[src/kvt_pkg.sv]
`timescale 1ns / 1ps
// ----------------------------------------------------------------------------
// kvt_pkg: shared types and constants of the key/value table
// Beat layouts for request and response, operation and status codes.
// ----------------------------------------------------------------------------
package kvt_pkg;

  localparam int CAPACITY = 16;
  localparam int IDX_W    = $clog2(CAPACITY);
  localparam int CNT_W    = $clog2(CAPACITY + 1);
  localparam int ENTRY_W  = 5;

  // operation codes
  localparam logic [1:0] OP_INSERT = 2'd0;
  localparam logic [1:0] OP_DELETE = 2'd1;
  localparam logic [1:0] OP_LOOKUP = 2'd2;
  localparam logic [1:0] OP_FIND   = 2'd3;

  // status codes
  localparam logic [1:0] ST_DONE      = 2'd0;
  localparam logic [1:0] ST_NOT_FOUND = 2'd1;
  localparam logic [1:0] ST_FULL      = 2'd2;
  localparam logic [1:0] ST_PRESENT   = 2'd3;

  typedef struct packed {
    logic [1:0]         operation;
    logic signed [31:0] key;
    logic signed [31:0] value;
  } kvt_req_t;

  typedef struct packed {
    logic [1:0]           status;
    logic signed [31:0]   found_key;
    logic signed [31:0]   found_value;
    logic [ENTRY_W-1:0]   entry_count;
  } kvt_rsp_t;

endpackage

[src/key_value_table.sv]
`timescale 1ns / 1ps
// ----------------------------------------------------------------------------
// key_value_table: insertion-ordered key/value table
// Insert, delete with compaction, lookup by key and find by value over a
// small memory, walked one entry at a time by a sequencer.
// ----------------------------------------------------------------------------
// The table holds up to CAPACITY (16) key/value pairs in insertion order in
// two memories sharing one read port and one write port. A request beat is
// taken only while the sequencer is idle; it then scans the stored pairs in
// order, each entry examined in a read state and then a compare state,
// because each entry passes through the single registered read port. A
// delete that hits moves every later pair down one slot, each pair read in
// one state and written one slot down in another. A miss on a full table
// scans every entry, then settles the miss and loads the output register.
// Each request gives exactly one response beat; the response sits in an
// output register, and the next request is taken once it has been loaded
// there. miss_value is written through the cfg channel, which is always
// ready, and must only be written while no request is in flight. Store
// contents need no clearing after reset: only entries below the pair count
// are ever read.
// ----------------------------------------------------------------------------
module key_value_table
  import kvt_pkg::*;
(
  input  logic     clk,
  input  logic     rst,
  // request channel
  input  logic     in_valid,
  output logic     in_ready,
  input  kvt_req_t in_data,
  // response channel
  output logic     out_valid,
  input  logic     out_ready,
  output kvt_rsp_t out_data,
  // miss_value register write
  input  logic        cfg_valid,
  output logic        cfg_ready,
  input  logic [31:0] cfg_data
);

  // sequencer states
  localparam logic [2:0] S_IDLE     = 3'd0;
  localparam logic [2:0] S_SCAN     = 3'd1;  // read entry idx
  localparam logic [2:0] S_CMP      = 3'd2;  // compare read data
  localparam logic [2:0] S_MISS     = 3'd3;  // scan ran off the end
  localparam logic [2:0] S_SHIFT_RD = 3'd4;  // read entry idx+1
  localparam logic [2:0] S_SHIFT_WR = 3'd5;  // write it to entry idx
  localparam logic [2:0] S_FINISH   = 3'd6;  // hand result to output reg

  logic [2:0]       state;
  kvt_req_t         req;
  logic [CNT_W-1:0] idx;
  logic [CNT_W-1:0] pair_count;
  logic [31:0]      miss_value;

  // result being built
  logic [1:0]         res_status;
  logic signed [31:0] res_fk;
  logic signed [31:0] res_fv;

  // storage: one read port (registered), one write port
  logic [31:0] key_mem [CAPACITY];
  logic [31:0] val_mem [CAPACITY];
  logic [31:0] key_rd;
  logic [31:0] val_rd;

  logic [IDX_W-1:0] rd_addr;
  logic [IDX_W-1:0] wr_addr;
  logic [31:0]      wr_key;
  logic [31:0]      wr_val;
  logic             mem_we;

  logic [CNT_W-1:0] idx_inc;
  logic [CNT_W-1:0] idx_inc2;
  logic             hit;
  logic             out_free;

  assign in_ready  = (state == S_IDLE);
  assign cfg_ready = 1'b1;
  assign out_free  = !out_valid || out_ready;

  always_comb begin
    idx_inc  = CNT_W'(idx + CNT_W'(1));
    idx_inc2 = CNT_W'(idx + CNT_W'(2));
    // find compares values, everything else compares keys
    hit = (req.operation == OP_FIND) ? (val_rd == req.value) : (key_rd == req.key);
    rd_addr = (state == S_SHIFT_RD) ? idx_inc[IDX_W-1:0] : idx[IDX_W-1:0];
    mem_we  = ((state == S_MISS) && (req.operation == OP_INSERT) &&
               (pair_count < CNT_W'(CAPACITY))) || (state == S_SHIFT_WR);
    // insert appends at the count; compaction writes the slot below
    if (state == S_MISS) begin
      wr_addr = pair_count[IDX_W-1:0];
      wr_key  = req.key;
      wr_val  = req.value;
    end else begin
      wr_addr = idx[IDX_W-1:0];
      wr_key  = key_rd;
      wr_val  = val_rd;
    end
  end

  always_ff @(posedge clk) begin
    key_rd <= key_mem[rd_addr];
    val_rd <= val_mem[rd_addr];
    if (mem_we) begin
      key_mem[wr_addr] <= wr_key;
      val_mem[wr_addr] <= wr_val;
    end
  end

  always_ff @(posedge clk) begin
    if (rst) begin
      state      <= S_IDLE;
      pair_count <= '0;
      miss_value <= '0;
      out_valid  <= 1'b0;
    end else begin
      if (cfg_valid && cfg_ready) begin
        miss_value <= cfg_data;
      end
      // output register: loaded from S_FINISH, emptied when taken
      if ((state == S_FINISH) && out_free) begin
        out_valid <= 1'b1;
      end else if (out_valid && out_ready) begin
        out_valid <= 1'b0;
      end

      unique case (state)
        S_IDLE: begin
          if (in_valid) begin
            req        <= in_data;
            idx        <= '0;
            res_status <= ST_NOT_FOUND;
            res_fk     <= miss_value;
            res_fv     <= miss_value;
            state      <= (pair_count == '0) ? S_MISS : S_SCAN;
          end
        end

        S_SCAN: begin
          state <= S_CMP;
        end

        S_CMP: begin
          if (hit) begin
            unique case (req.operation)
              OP_INSERT: begin
                res_status <= ST_PRESENT;
                state      <= S_FINISH;
              end
              OP_DELETE: begin
                res_status <= ST_DONE;
                if (idx_inc < pair_count) begin
                  state <= S_SHIFT_RD;
                end else begin
                  pair_count <= CNT_W'(pair_count - CNT_W'(1));
                  state      <= S_FINISH;
                end
              end
              OP_LOOKUP: begin
                res_status <= ST_DONE;
                res_fv     <= val_rd;
                state      <= S_FINISH;
              end
              default: begin
                res_status <= ST_DONE;
                res_fk     <= key_rd;
                state      <= S_FINISH;
              end
            endcase
          end else if (idx_inc == pair_count) begin
            state <= S_MISS;
          end else begin
            idx   <= idx_inc;
            state <= S_SCAN;
          end
        end

        S_MISS: begin
          // only insert acts on a miss; others keep not-found
          if (req.operation == OP_INSERT) begin
            if (pair_count < CNT_W'(CAPACITY)) begin
              pair_count <= CNT_W'(pair_count + CNT_W'(1));
              res_status <= ST_DONE;
            end else begin
              res_status <= ST_FULL;
            end
          end
          state <= S_FINISH;
        end

        S_SHIFT_RD: begin
          state <= S_SHIFT_WR;
        end

        S_SHIFT_WR: begin
          if (idx_inc2 < pair_count) begin
            idx   <= idx_inc;
            state <= S_SHIFT_RD;
          end else begin
            pair_count <= CNT_W'(pair_count - CNT_W'(1));
            state      <= S_FINISH;
          end
        end

        S_FINISH: begin
          if (out_free) begin
            out_data  <= '{status:      res_status,
                           found_key:   res_fk,
                           found_value: res_fv,
                           entry_count: ENTRY_W'(pair_count)};
            state     <= S_IDLE;
          end
        end

        default: begin
          state <= S_IDLE;
        end
      endcase
    end
  end

  // --------------------------------------------------------------------------
  // Assertions
  // --------------------------------------------------------------------------
  a_count_bound: assert property (@(posedge clk) disable iff (rst)
    pair_count <= CNT_W'(CAPACITY))
    else $error("pair count above capacity");

  a_one_at_a_time: assert property (@(posedge clk) disable iff (rst)
    (in_valid && in_ready) |=> !in_ready)
    else $error("request taken while another is in flight");

  a_count_at_end: assert property (@(posedge clk) disable iff (rst)
    (pair_count != $past(pair_count)) |-> (state == S_FINISH))
    else $error("pair count changed mid-request");

  a_append_in_range: assert property (@(posedge clk) disable iff (rst)
    (mem_we && (state == S_MISS)) |-> (pair_count < CNT_W'(CAPACITY)))
    else $error("append into a full table");

  a_shift_in_range: assert property (@(posedge clk) disable iff (rst)
    (state == S_SHIFT_WR) |-> (idx_inc < pair_count))
    else $error("compaction read past the count");

endmodule
[config.mk]
export PLATFORM = sky130hd
export DESIGN_NAME = key_value_table
export DESIGN_NICKNAME = d
export VERILOG_FILES = /design/src/kvt_pkg.sv /design/src/key_value_table.sv
export SDC_FILE = /design/constraint.sdc
export NUM_CORES = 2
export LEC_CHECK = 0
export ABC_AREA = 1
export BUFFER_PORTS_ARGS = -buffer_cell sky130_fd_sc_hd__buf_2
export CAP_MARGIN = 20
export CORE_UTILIZATION = 60
export DETAILED_ROUTE_END_ITERATION = 7
export PLACE_DENSITY = 0.74
export SYNTH_ARGS = -nofsm -noshare
export SYNTH_HDL_FRONTEND = slang
export SYNTH_SLANG_ARGS = --single-unit
[constraint.sdc]
create_clock -name clk -period 11.85 [get_ports clk]
set_input_delay 3.555 -clock clk [delete_from_list [all_inputs] [get_ports clk]]
set_output_delay 3.555 -clock clk [all_outputs]
set_load 0.01 [all_outputs]
### After elaboration in Yosys (flattened, before gate mapping)

Memory sizes are Yosys's and may differ from the RTL's. A register that Yosys moved wholly into a read port is not among the register bits.
Index checks and enable logic that the tools add are counted.

* register bits after elaboration: 249
* bits in latches: 0
* RAM bits: 1024
* ROM bits: 0
* input bits: 103
* logic and storage cells: 117
* memories: 2

* add/sub/neg operators: 4
* $mul: 0
* divide/modulo/power cells: 0
* $lt $le $gt $ge: 3
* eq/ne operators: 25
* shift operators: 0
* muxes and demuxes: 43
* bitwise operators: 1
* reductions and logical operators: 24

Memories
* key_mem: depth 16, bits a word 32, rd ports 1, clocked after memory_dff 1, wr ports 1, line key_value_table.sv:62 `logic [31:0] key_mem [CAPACITY];`
* val_mem: depth 16, bits a word 32, rd ports 1, clocked after memory_dff 1, wr ports 1, line key_value_table.sv:63 `logic [31:0] val_mem [CAPACITY];`

Operators with widths (number)
* 32-bit 2-to-1 mux: 7
* 32-bit case mux with 2 select lines: 2
* 32-bit == test: 2
* 5-bit 2-to-1 mux: 10
* 5-bit case mux with 3 select lines: 2
* 3-bit case mux with 7 select lines: 1
* 2-bit 2-to-1 mux: 10
* 2-bit != test, second input constant: 8
* 5-bit AND reduction: 3
* 5-bit by 1-bit adder with 5-bit output, second input constant: 2
* 5-bit < comparator: 2
* 2-bit by 1-bit != test with 1-bit output, second input constant: 5
* 3-bit == test, second input constant: 3
* 3-bit 2-to-1 mux: 3
* 3-bit nonzero test: 3
* 4-bit 2-to-1 mux: 2
* 7-bit AND reduction: 1
* 3-bit by 2-bit == test with 1-bit output, second input constant: 2
* 2-bit case mux with 3 select lines: 1
* 3-bit AND reduction: 2
* 6-bit AND reduction: 1
* 5-bit by 2-bit adder with 5-bit output, second input constant: 1
* 5-bit == test: 1
* 5-bit logical NOT: 1
* other kinds (15): 25

### Logic depth before layout (Yosys ltp)

* word-level depth: 6
* mapped depth: 15

### Worst setup path before layout

No wires, ideal clock.

* kind: input to register
* from: in out_ready
* to: reg out_data[0] (netlist bit), enable pin
* library setup time: 0.603 ns
* arrival: 8.782 ns
* data required time: 11.247 ns
* path slack: 2.464 ns
* stages on the path: 2
* cell sequence: nor2_1 > nor3b_1

* word-level cells in the longest chain between the ends: 2

Ends and longest elaborated chain
* start, declared: line key_value_table.sv:33 `input logic out_ready,`
* 1-bit logical OR: line key_value_table.sv:80 `assign out_free = !out_valid || out_ready;`
* 3-bit AND reduction (no source line)
* end signal, assigned: line key_value_table.sv:208 `out_data <= '{status: res_status,`
* end, declared: line key_value_table.sv:34 `output kvt_rsp_t out_data,`

No other way between the ends.
A chain may end at the register's enable or synchronous reset.

### Worst setup path after layout

* from: reg state[0]
* to: out in_ready

* word-level cells in the longest chain between the ends: 1

Ends and longest elaborated chain
* start, declared: line key_value_table.sv:50 `logic [2:0] state;`
* start signal, assigned: line key_value_table.sv:136 `state <= (pair_count == '0) ? S_MISS : S_SCAN;`
* 3-bit logical NOT: line key_value_table.sv:78 `assign in_ready = (state == S_IDLE);`
* end, declared: line key_value_table.sv:29 `output logic in_ready,`

No other way between the ends.

==> impl_summary.md <==
Timing
The tightest slew margin relative to the limit is 23.1%. At the pin with the least slew margin, the transition time is 1.15 ns. The total count of max-transition violations in the final report is 0. Between clock sinks in the finished design, the worst skew comes to 0.0255 ns.

The final count of hold timing violations is 0. For the final routed database, the setup TNS stands at 0 ns. Setup repair after global routing left no endpoint under its margin.

After layout, the minimum clock period comes to 5.30 ns. The post-route fraction of the period consumed by the critical path is 44.7%. Setup violations remaining at the end of the flow were counted as 0.

For this run, the top clock speed supported by timing is 0.189 GHz.

Place
The routability-driven placement congestion ratio is 0.897. The HPWL after detailed placement is 71500 um. The number of port buffers is 175.

Setup path
Traced cell by cell, the critical path runs through nor2_2 -> nand2_1 -> inv_1 -> buf_2. The classification of the worst setup path is reg -> out. The worst setup path is launched from a register. The cell type of the slowest stage on the worst timing path is sky130_fd_sc_hd__dfxtp_1. The arrival time of data at the critical path endpoint is 1.74 ns. For this run, the slowest stage of the critical path takes 0.36 ns. The kind of cell with the highest combined delay along the critical path is flip-flops. At the worst endpoint, the required time is 8.30 ns. In this run the worst path has a maximum fanout of 5. The buffer and inverter count on the worst path is 2. STA classifies the critical path endpoint as an output pin.

Clocking
The CTS tree is done. The buffer count from post-CTS setup fixing is 0. In this run the number of H-tree levels came out at 4.

At the later pin of the worst-skew pair, clock insertion delay measures 0.73 ns. Post-CTS repair changed the size of 0 cells. The maximum clock path buffer count is 3. For this design, the CTS-stage hold fixing added 0 buffers. In this run, CTS created clock tree buffers numbering 131. The total clock sinks is 1337. After clock tree synthesis, the clock-pin slew on the worst setup and hold paths is 0.07 ns. The tree is rooted in a sky130_fd_sc_hd__clkbuf_16.

Yosys
The biggest area consumer among synthesized cells is sky130_fd_sc_hd__edfxtp_1. The number of flops mapped to enable cells by yosys is 1232. The dominant cell by count in the synthesized netlist is sky130_fd_sc_hd__edfxtp_1. The prevailing post-synth register cell is sky130_fd_sc_hd__edfxtp_1. The top cell type's share of synthesized area is 71.7%. After technology mapping, the gate count stands at 3855. The sequential share of the synthesized area is 75.7%. Dividing the synthesized area by the synthesized cell count gives 13.4 um2. During synthesis, Yosys emitted a total of 0 warnings. Yosys mapped the design onto 38 distinct sky130hd cell types. The synthesized design contains 1337 register bits. After synthesis, the share of flip-flops with an asynchronous set or reset is 0%. By area the synthesized netlist is led by sky130_fd_sc_hd__edfxtp_1, sky130_fd_sc_hd__nor2_1, sky130_fd_sc_hd__o21ai_0. When the netlist entered floorplanning its net count stood at 3975. The post-synth design cell area is 0.0516 mm2. In the synthesized netlist, the cells that appear most often are sky130_fd_sc_hd__edfxtp_1, sky130_fd_sc_hd__nor2_1, sky130_fd_sc_hd__o21ai_0, sky130_fd_sc_hd__nand2_1, sky130_fd_sc_hd__o21ai_1.

Floorplanning
The boundary pin count is 177. The die is 295 um wide. In this run the standard cell core region covers 0.0851 mm2.

For this configuration, the core starts out at a cell density of 60.6%. The row count is 107. The die height is 295 um.

The overall die area is 0.0872 mm2.

Layout
The fraction of final layout cells with drive strength greater than 1 is 12.5%. Once layout is complete, the utilization of the core stands at 68.2%. The area growth from synthesis to layout is 12.5%. The net count of the finished layout is 4146.

Global route
The overall overflow remaining after global route is 0. The global-route usage over all layers is 30.8%. The first global-routing pass estimated 195000 um of wire. The number of antenna violations at the first check in global routing is 6. The via count of the first global-routing pass came to 31486. The pin count of the biggest net entering global routing is 259.

Routing
The total routed wirelength is 134000 um. The number of DRC markers in iteration 0 is 4441. The first detailed-routing pass ran for 6 iterations. Summing over every cut layer, the via total after detailed routing is 33226. The per-cell via count in the routed design is 6.29. The average detailed-routed wire length per instance is 25.3 um. For this run, design rule violations remaining after detail routing come to 0. The count of nets left with antenna violations once routing finished came out at 0.

Outcome
The flow ran to the end, and the final reports show no timing, DRC or antenna violations.

Pwr
The maximum vdd ir drop is 0.000175 V. The leakage power is 19.6 nW. The total power density per cell area is 245 mW/mm2.

The total power is 14.2 mW.

Flow run
The number of maximum-capacitance violations is 0.

Hold path
The tightest min-delay check is of the reg -> reg type.
-- final timing paths --
kind              start         endpoint  slack [ns]  depth (start not counted)
min          res_fv[28]     out_data[33]        0.42                          0
max            state[0]         in_ready        6.55                          4
min reg2reg  res_fv[28]     out_data[33]        0.42                          0
max reg2reg    state[2]  val_mem[11][24]        7.48                         10
-- per-layer routing --
metal | vias to the layer above | global-route usage [%] | wire length (um)
met2 | 2061 | 48.4 | 62400
met4 | 0 | 12.4 | 4860
met3 | 319 | 5.97 | 15000
li1 | 14633 | - | -
met1 | 16213 | 42.6 | 51600
met5 | - | 0 | 0
-- logic make-up (layout without fill, tap and decap cells) --
kind of cell | Yosys count | after routing | share of synthesized area [%]
and+or+nand+nor | 1041 | 1041 | 7.87
buffers and inverters | 380 | 658 | 3.25
xor gates and xnor gates | 44 | 44 | 0.747
other | 1 | 7 | 0.00726
adders and majority gates | 17 | 17 | 0.427
AOI/OAI and AO/OA | 1035 | 1035 | 12.0
DFF | 1337 | 1337 | 75.7
-- cells in the final DEF, fill, tap and decap left out, types with 5 or more instances in the layout --
cell type	instances
sky130_fd_sc_hd__bufinv_16	5
sky130_fd_sc_hd__diode_2	6
sky130_fd_sc_hd__edfxtp_1	1232
sky130_fd_sc_hd__o22ai_1	81
sky130_fd_sc_hd__a21oi_1	9
sky130_fd_sc_hd__o21ai_1	202
sky130_fd_sc_hd__buf_4	104
sky130_fd_sc_hd__clkbuf_1	30
sky130_fd_sc_hd__dfxtp_1	105
sky130_fd_sc_hd__nand2_1	308
sky130_fd_sc_hd__o221ai_1	177
sky130_fd_sc_hd__inv_1	127
sky130_fd_sc_hd__o21ai_0	476
sky130_fd_sc_hd__clkbuf_8	15
sky130_fd_sc_hd__nand4_1	5
sky130_fd_sc_hd__nand3_1	68
sky130_fd_sc_hd__buf_2	175
sky130_fd_sc_hd__clkinv_1	16
sky130_fd_sc_hd__inv_6	7
sky130_fd_sc_hd__clkinv_2	28
sky130_fd_sc_hd__nor2_1	626
sky130_fd_sc_hd__xnor2_1	40
sky130_fd_sc_hd__ha_1	16
sky130_fd_sc_hd__clkbuf_16	136
sky130_fd_sc_hd__nor2_4	18
sky130_fd_sc_hd__o211ai_1	82
-- flip-flops by register name, summed over array words and instances, names as in the netlist, 3 cells and up --
name        cells
key_mem       512
val_mem       512
out_data       71
req            66
key_rd         32
miss_value     32
res_fk         32
res_fv         32
val_rd         32
idx             5
pair_count      5
state           3
-- metrics by stage --
step	hold slack, ns	worst slack [ns]	cells	instance area (um2)
floorplan	0.400	2.46	3855	51600
global placement	0.402	6.15	5034	53800
detailed placement	0.405	6.06	5034	53800
CTS	0.418	6.55	5274	58000
global route	0.422	6.51	5277	58000
finish	0.417	6.55	5283	58000
-- report_power, final --
part | internal, mW | leakage (nW) | switching [mW] | total, mW
combinational | 1.03 | 5.49 | 2.83 | 3.86
sequential | 6.15 | 12.0 | 0.175 | 6.32
clock | 2.31 | 2.07 | 1.73 | 4.04
-- area by class of cell --
cell class / count / area (um2)
Timing Repair Buffer: 283 / 1740
Fill cell: 5708 / 27100
Sequential cell: 1337 / 39100
Inverter: 135 / 534
Antenna cell: 6 / 15.0
Clock inverter: 60 / 489
Multi-Input combinational cell: 2138 / 11000
Clock buffer: 180 / 3710
Tap cell: 1144 / 1430
(Power assumes the default switching activity.)
